==> config.mk <==
export PLATFORM = sky130hd
export DESIGN_NAME = button_gesture_trigger
export DESIGN_NICKNAME = d
export VERILOG_FILES = /design/src/rtl/core/bgt_pkg.sv /design/src/rtl/core/button_gesture_trigger.sv
export SDC_FILE = /design/constraint.sdc
export NUM_CORES = 1
export LEC_CHECK = 0
export ABC_AREA = 1
export BUFFER_PORTS_ARGS = -buffer_cell sky130_fd_sc_hd__buf_4
export CAP_MARGIN = 40
export CORE_MARGIN = 2
export CORE_UTILIZATION = 30
export DETAILED_ROUTE_END_ITERATION = 10
export PLACE_DENSITY = 0.47
export SYNTH_ARGS = -nofsm -noshare
export SYNTH_HDL_FRONTEND = slang
export SYNTH_SLANG_ARGS = --single-unit
==> constraint.sdc <==
create_clock -name clk -period 4.3 [get_ports clk]
set_clock_uncertainty 0.05 [all_clocks]
set_input_delay 0.43 -clock clk [delete_from_list [all_inputs] [get_ports clk]]
set_output_delay 0.43 -clock clk [all_outputs]
set_load 0.005 [all_outputs]
==> src/rtl/core/bgt_pkg.sv <==
// Package with shared codes and types for the button gesture trigger.
package bgt_pkg;

  localparam int unsigned MAG_W = 16;
  localparam int unsigned DT_W = 16;
  localparam int unsigned CFG_IDX_W = 4;
  localparam int unsigned CFG_DATA_W = 32;
  localparam int unsigned PARM_W = 32;
  localparam int unsigned CNT_W = 16;

  localparam logic [2:0] MODE_PRESSED = 3'd0;
  localparam logic [2:0] MODE_RELEASED = 3'd1;
  localparam logic [2:0] MODE_DOWN = 3'd2;
  localparam logic [2:0] MODE_HOLD = 3'd3;
  localparam logic [2:0] MODE_HOLD_REL = 3'd4;
  localparam logic [2:0] MODE_TAP = 3'd5;
  localparam logic [2:0] MODE_PULSE = 3'd6;

  localparam logic [CFG_IDX_W-1:0] REG_MODE = 4'd0;
  localparam logic [CFG_IDX_W-1:0] REG_THRESHOLD = 4'd1;
  localparam logic [CFG_IDX_W-1:0] REG_HOLD_TIME = 4'd2;
  localparam logic [CFG_IDX_W-1:0] REG_ONE_SHOT = 4'd3;
  localparam logic [CFG_IDX_W-1:0] REG_TAP_TIME = 4'd4;
  localparam logic [CFG_IDX_W-1:0] REG_INTERVAL = 4'd5;
  localparam logic [CFG_IDX_W-1:0] REG_LIMIT = 4'd6;
  localparam logic [CFG_IDX_W-1:0] REG_ON_START = 4'd7;

  localparam logic [1:0] TS_NONE = 2'd0;
  localparam logic [1:0] TS_ONGOING = 2'd1;
  localparam logic [1:0] TS_TRIGGERED = 2'd2;
  localparam logic [1:0] TS_UNUSED = 2'd3;

  typedef enum logic [3:0] {
    S_IDLE = 4'b0001,
    S_EVAL = 4'b0010,
    S_DIV  = 4'b0100,
    S_OUT  = 4'b1000
  } state_t;

endpackage

==> src/rtl/core/button_gesture_trigger.sv <==
// Top level of the button gesture trigger with its sequencer and serial remainder unit.
// One sample is taken when the block is idle; it passes through capture, evaluation and the
// hand-off to the output register, which waits while the output is stalled, and in pulse mode
// a press time above a nonzero interval also passes through the one-bit-per-cycle restoring
// remainder unit. The result register decouples the output, so a new sample is taken while a result still waits.
module button_gesture_trigger #(
  parameter int unsigned TIME_BITS = 32,
  parameter int unsigned MAG_BITS = 16
) (
  input  logic                            clk,
  input  logic                            rst_n,
  input  logic                            in_valid,
  output logic                            in_stall,
  input  logic [bgt_pkg::MAG_W-1:0]       in_magnitude,
  input  logic [bgt_pkg::DT_W-1:0]        in_elapsed,
  output logic                            out_valid,
  input  logic                            out_stall,
  output logic [1:0]                      out_trigger_state,
  input  logic                            cfg_valid,
  output logic                            cfg_ready,
  input  logic [bgt_pkg::CFG_IDX_W-1:0]   cfg_index,
  input  logic [bgt_pkg::CFG_DATA_W-1:0]  cfg_data
);

  localparam int unsigned MW = (MAG_BITS < bgt_pkg::MAG_W) ? MAG_BITS : bgt_pkg::MAG_W;
  localparam int unsigned SW = ((TIME_BITS > bgt_pkg::DT_W) ? TIME_BITS : bgt_pkg::DT_W) + 1;
  localparam int unsigned CW = (TIME_BITS > bgt_pkg::PARM_W) ? TIME_BITS : bgt_pkg::PARM_W;
  localparam int unsigned DCW = $clog2(TIME_BITS);
  localparam int unsigned PW = bgt_pkg::PARM_W;

  bgt_pkg::state_t state_r, state_nxt;

  logic [2:0]                mode_r;
  logic [bgt_pkg::MAG_W-1:0] thr_r;
  logic [PW-1:0]             hold_r;
  logic                      one_shot_r;
  logic [PW-1:0]             tap_r;
  logic [PW-1:0]             intv_r;
  logic [bgt_pkg::CNT_W-1:0] lim_r;
  logic                      on_start_r;

  logic                      was_act_r, was_act_nxt;
  logic [TIME_BITS-1:0]      press_r, press_nxt;
  logic                      fired_r, fired_nxt;
  logic [bgt_pkg::CNT_W-1:0] cnt_r, cnt_nxt;
  logic [PW-1:0]             rem_r, rem_nxt;
  logic [DCW-1:0]            dcnt_r, dcnt_nxt;
  logic [1:0]                res_r, res_nxt;
  logic                      out_valid_r, out_valid_nxt;
  logic [1:0]                out_ts_r, out_ts_nxt;

  logic [bgt_pkg::MAG_W-1:0] mag_r;
  logic [bgt_pkg::DT_W-1:0]  dt_r;

  logic                 act;
  logic [SW-1:0]        sum_w;
  logic [TIME_BITS-1:0] sat_time;
  logic                 pulse;
  logic [PW:0]          div_t;
  logic                 div_ge;
  logic                 out_free;

  assign in_stall = (state_r != bgt_pkg::S_IDLE);
  assign cfg_ready = 1'b1;
  assign out_valid = out_valid_r;
  assign out_trigger_state = out_ts_r;
  assign out_free = !out_valid_r || !out_stall;

  assign act = mag_r[MW-1:0] >= thr_r[MW-1:0];
  assign sum_w = SW'(press_r) + SW'(dt_r);
  assign sat_time = (sum_w[SW-1:TIME_BITS] != '0) ? {TIME_BITS{1'b1}} : sum_w[TIME_BITS-1:0];
  assign div_t = {rem_r, press_r[TIME_BITS-1]};
  assign div_ge = div_t >= {1'b0, intv_r};

  always_comb begin
    state_nxt = state_r;
    was_act_nxt = was_act_r;
    press_nxt = press_r;
    fired_nxt = fired_r;
    cnt_nxt = cnt_r;
    rem_nxt = rem_r;
    dcnt_nxt = dcnt_r;
    res_nxt = res_r;
    out_valid_nxt = out_valid_r;
    out_ts_nxt = out_ts_r;
    pulse = 1'b0;
    if (out_valid_r && !out_stall) begin
      out_valid_nxt = 1'b0;
    end
    case (state_r)
      bgt_pkg::S_IDLE: begin
        if (in_valid) begin
          state_nxt = bgt_pkg::S_EVAL;
        end
      end
      bgt_pkg::S_EVAL: begin
        state_nxt = bgt_pkg::S_OUT;
        was_act_nxt = act;
        res_nxt = bgt_pkg::TS_NONE;
        case (mode_r)
          bgt_pkg::MODE_PRESSED: begin
            res_nxt = (!was_act_r && act) ? bgt_pkg::TS_TRIGGERED : bgt_pkg::TS_NONE;
          end
          bgt_pkg::MODE_RELEASED: begin
            res_nxt = act ? bgt_pkg::TS_ONGOING :
                      (was_act_r ? bgt_pkg::TS_TRIGGERED : bgt_pkg::TS_NONE);
          end
          bgt_pkg::MODE_DOWN: begin
            res_nxt = act ? bgt_pkg::TS_TRIGGERED : bgt_pkg::TS_NONE;
          end
          bgt_pkg::MODE_HOLD: begin
            if (act) begin
              press_nxt = sat_time;
              if (CW'(sat_time) < CW'(hold_r)) begin
                res_nxt = bgt_pkg::TS_ONGOING;
              end else if (!one_shot_r) begin
                res_nxt = bgt_pkg::TS_TRIGGERED;
              end else begin
                res_nxt = fired_r ? bgt_pkg::TS_NONE : bgt_pkg::TS_TRIGGERED;
                fired_nxt = 1'b1;
              end
            end else begin
              press_nxt = '0;
              fired_nxt = 1'b0;
            end
          end
          bgt_pkg::MODE_HOLD_REL: begin
            if (act) begin
              press_nxt = sat_time;
              res_nxt = bgt_pkg::TS_ONGOING;
            end else if (press_r != '0) begin
              press_nxt = '0;
              res_nxt = bgt_pkg::TS_TRIGGERED;
            end
          end
          bgt_pkg::MODE_TAP: begin
            if (act) begin
              press_nxt = sat_time;
              res_nxt = bgt_pkg::TS_ONGOING;
            end else begin
              res_nxt = (was_act_r && (CW'(press_r) <= CW'(tap_r))) ?
                        bgt_pkg::TS_TRIGGERED : bgt_pkg::TS_NONE;
              press_nxt = '0;
            end
          end
          bgt_pkg::MODE_PULSE: begin
            if (act) begin
              if (cnt_r < lim_r) begin
                pulse = on_start_r && !was_act_r;
                press_nxt = sat_time;
                if (CW'(sat_time) > CW'(intv_r)) begin
                  pulse = 1'b1;
                  if (intv_r == '0) begin
                    press_nxt = '0;
                  end else begin
                    state_nxt = bgt_pkg::S_DIV;
                    rem_nxt = '0;
                    dcnt_nxt = DCW'(TIME_BITS - 1);
                  end
                end
                if (pulse) begin
                  cnt_nxt = cnt_r + 1'b1;
                  res_nxt = bgt_pkg::TS_TRIGGERED;
                end else begin
                  res_nxt = bgt_pkg::TS_ONGOING;
                end
              end
            end else begin
              press_nxt = '0;
              cnt_nxt = '0;
            end
          end
          default: begin
            res_nxt = bgt_pkg::TS_NONE;
          end
        endcase
      end
      bgt_pkg::S_DIV: begin
        rem_nxt = div_ge ? PW'(div_t - {1'b0, intv_r}) : div_t[PW-1:0];
        press_nxt = {press_r[TIME_BITS-2:0], 1'b0};
        dcnt_nxt = dcnt_r - 1'b1;
        if (dcnt_r == '0) begin
          press_nxt = TIME_BITS'(rem_nxt);
          state_nxt = bgt_pkg::S_OUT;
        end
      end
      bgt_pkg::S_OUT: begin
        if (out_free) begin
          out_valid_nxt = 1'b1;
          out_ts_nxt = res_r;
          state_nxt = bgt_pkg::S_IDLE;
        end
      end
      default: begin
        state_nxt = bgt_pkg::S_IDLE;
      end
    endcase
  end

  always_ff @(posedge clk) begin
    if (!rst_n) begin
      state_r <= bgt_pkg::S_IDLE;
      was_act_r <= 1'b0;
      press_r <= '0;
      fired_r <= 1'b0;
      cnt_r <= '0;
      out_valid_r <= 1'b0;
      mode_r <= bgt_pkg::MODE_PRESSED;
      thr_r <= 16'h8000;
      hold_r <= '0;
      one_shot_r <= 1'b0;
      tap_r <= '0;
      intv_r <= 32'd1;
      lim_r <= '0;
      on_start_r <= 1'b1;
    end else begin
      state_r <= state_nxt;
      was_act_r <= was_act_nxt;
      press_r <= press_nxt;
      fired_r <= fired_nxt;
      cnt_r <= cnt_nxt;
      out_valid_r <= out_valid_nxt;
      if (cfg_valid && cfg_ready) begin
        case (cfg_index)
          bgt_pkg::REG_MODE: mode_r <= cfg_data[2:0];
          bgt_pkg::REG_THRESHOLD: thr_r <= cfg_data[bgt_pkg::MAG_W-1:0];
          bgt_pkg::REG_HOLD_TIME: hold_r <= cfg_data;
          bgt_pkg::REG_ONE_SHOT: one_shot_r <= cfg_data[0];
          bgt_pkg::REG_TAP_TIME: tap_r <= cfg_data;
          bgt_pkg::REG_INTERVAL: intv_r <= cfg_data;
          bgt_pkg::REG_LIMIT: lim_r <= cfg_data[bgt_pkg::CNT_W-1:0];
          bgt_pkg::REG_ON_START: on_start_r <= cfg_data[0];
          default: begin
          end
        endcase
      end
    end
  end

  always_ff @(posedge clk) begin
    rem_r <= rem_nxt;
    dcnt_r <= dcnt_nxt;
    res_r <= res_nxt;
    out_ts_r <= out_ts_nxt;
    if (in_valid && !in_stall) begin
      mag_r <= in_magnitude;
      dt_r <= in_elapsed;
    end
  end

endmodule

==> run metrics <==
status completed; Skew-Pair Late Insertion Delay just over 0.6 ns; maximum capacitance violations 0; crit end category flip-flop; unrepaired setup endpoints after global routing true; Ys Warns 0; Setup violations, final 0; TNS Setup 0 ns; Synth Register Bits 261; Starting Density a little under a third; Slew @ Worst Pin about 1.0 ns; vias 16400; clk slew on worst S/H paths around 0.06 ns; Async SR Flop Fraction 0%; placed cell areas 0.01940 mm^2; met3 WL 2785 um; Final Max Tran Viols 0; WL/cell ~19 um; detailed-route DRC error count 0; drt pass-1 iters 5; share of cells above drive strength 1 18.10%; CORE AREA 0.05639 mm^2; Std-Cell Rows 87; drt total wl 62230 um; CP most frequent cell nand2_1; commonest non-fill, non-tap cells in the layout nand2_1, inv_1, a21oi_1, buf_4, o21ai_0; GP Congestion 0.9013; Util after Layout 38.39%; met1 wire length 29130 um; most common cell after layout, fill and taps aside nand2_1; Setup CP Type flip-flop to flip-flop; design area 0.02164 mm^2; min-delay worst type primary input to flip-flop; # IOs 78; DIE HEIGHT 242.7 um; Port Buffers 76; area delta synth->final 26.65%; Tcrit/Tclk final a little under 100%; met2 WL 28480 um; register area share after synthesis 34.85%; chip width 242.7 um; largest area contributor in the netlist dfxtp_1; Syn Area/Cell ~7.4 um^2; via density per instance 4.925; worst relative slew slack a little under a third; worst vdd ir a little over 0.3 mV; total CTS buffers 31; P per Cell Area 302.8 mW/mm^2; final hold violation count 0; f_max 238.2 MHz; highest metal used met5; # H-tree levels 1; Post-Synthesis Cell Area ~0.017 mm^2; main area contributors after synthesis dfxtp_1, ha_1, edfxtp_1; Synth top area share 22.02%; dpl hpwl 47460 um; number of routed nets with antenna violations 0; Die ar. between 0.05 and 0.06 mm^2; # diodes 0; grt ovf 0; Worst Path Required 4.58 ns; number of global-route vias before repair 15690; EDFF count, synth 73; Cell variety after synth 61; largest net degree at the start of global routing between 60 and 70; total clock sinks 261; 1st-iter DRT viols 1075; clock tree buffer depth 3; initial antenna violation count 2; Mapped Cells 2319; root buffer cell clkbuf_16; first-pass GRT wire length just over 90000 um; Synth Flop Type dfxtp_1; worst path arrival time 4.48 ns; startpoint types flip-flop; Filler cells 5973; layout net count 2800; worst-path fanout max 7; max incr delay on CP 0.41 ns; CTS tree yes; post-route minimum period 4.198 ns; slowest cell on the critical path edfxtp_1; GRT Total Usage 20.44%; leakage 9.299 nW; post-synth net total approximately 2600
[flip-flops by register name (all words and copies together) (netlist names), 32 cells and up]
register	cells
intv_r	32
press_r	32
tap_r	32
hold_r	32
rem_r	32
[worst paths after layout]
check	start	end	slack, ns	cells after the start
hold reg to reg	res_r[0]	out_trigger_state[0]	0.37	0
setup reg to reg	dt_r[6]	rem_r[11]	0.10	25
hold / removal	out_stall	out_valid	0.07	3
setup / recovery	dt_r[6]	rem_r[11]	0.10	25
[cell usage after synthesis, types with 2 or more instances]
cell type	n
fa_1	2
a31oi_1	5
a21oi_1	290
o221ai_1	4
o211ai_1	9
inv_1	323
nor3_2	2
or2_1	7
o21ai_1	38
nand4_1	44
xor2_1	26
buf_6	5
a21oi_2	5
nand3b_1	6
nor2_2	9
o21ai_0	207
nand2_1	393
nand2_4	2
a21boi_0	2
inv_2	4
a21o_1	6
nor3_1	30
o21a_1	8
and3_1	4
clkinv_1	4
a211oi_1	4
o31ai_1	2
o21bai_1	3
nor2_1	136
ha_1	176
buf_1	2
buf_2	13
nand3_1	140
nor4_1	16
xnor2_1	14
nand3_2	5
nand2_2	7
or2_2	27
edfxtp_1	73
dfxtp_1	188
clkbuf_1	58
[per-stage QoR]
step	hold slack (ns)	total power, mW	setup WS (ns)	cells
final	0.06884	6.554	0.1023	3330
after global routing	0.05616	6.857	-0.1282	3330
after CTS	0.04210	6.587	-0.01800	3320
after detailed placement	0.3579	3.792	-0.1730	3214
after global placement	0.3678	3.779	-0.1797	3212
after floorplan	0.3503	3.269	0.1846	2319
[layout make-up]
type / count / area (um^2) / share of cell area (%)
clock inverters: 12 / 85.08 / 0.3931
inverters: 332 / 1249 / 5.769
flip-flops and latches: 261 / 5957 / 27.52
repair buffers: 278 / 2377 / 10.98
multi-input cells: 1645 / 10060 / 46.50
well taps: 756 / 945.9 / 4.370
clock buffers: 46 / 965.9 / 4.463
[logic make-up after synthesis]
kind of cell,synth area share (%)
xor+xnor,2.050
flops,34.85
fa+ha+maj,13.12
compound gates,18.49
simple gates,21.93
other cells,0.02194
buf+inv,9.539
[repair_timing]
action,in CTS,in global routing
buffers inserted,14,7
pin swaps,19,24
endpoints found under the setup margin,64,82
gates cloned,2,4
gates resized for setup,56,73
hold buffers,32,0
hold endpoints to repair,32,0
[layer usage]
metal,global-route usage (%),vias to the layer above
met5,0,-
met4,6.027,4
met3,2.200,101
met2,33.71,372
met1,28.14,7643
li1,-,8280
[worst max-delay path, delay by kind of cell (launching register included)]
kind                       cells  cell delay [ns]
and+or+nand+nor               14             1.50
buffers and inverters          6             0.90
adders and majority gates      2             0.61
AOI/OAI and AO/OA              3             0.44
DFF                            1             0.41
[report_power, final]
group	internal [mW]	switching, mW	leakage, nW
clock network	1.56	1.15	0.526
registers	2.59	0.0411	2.17
logic	0.507	0.705	6.61
total	4.66	1.89	9.30
Note: power is estimated with default switching activity, not from simulation.
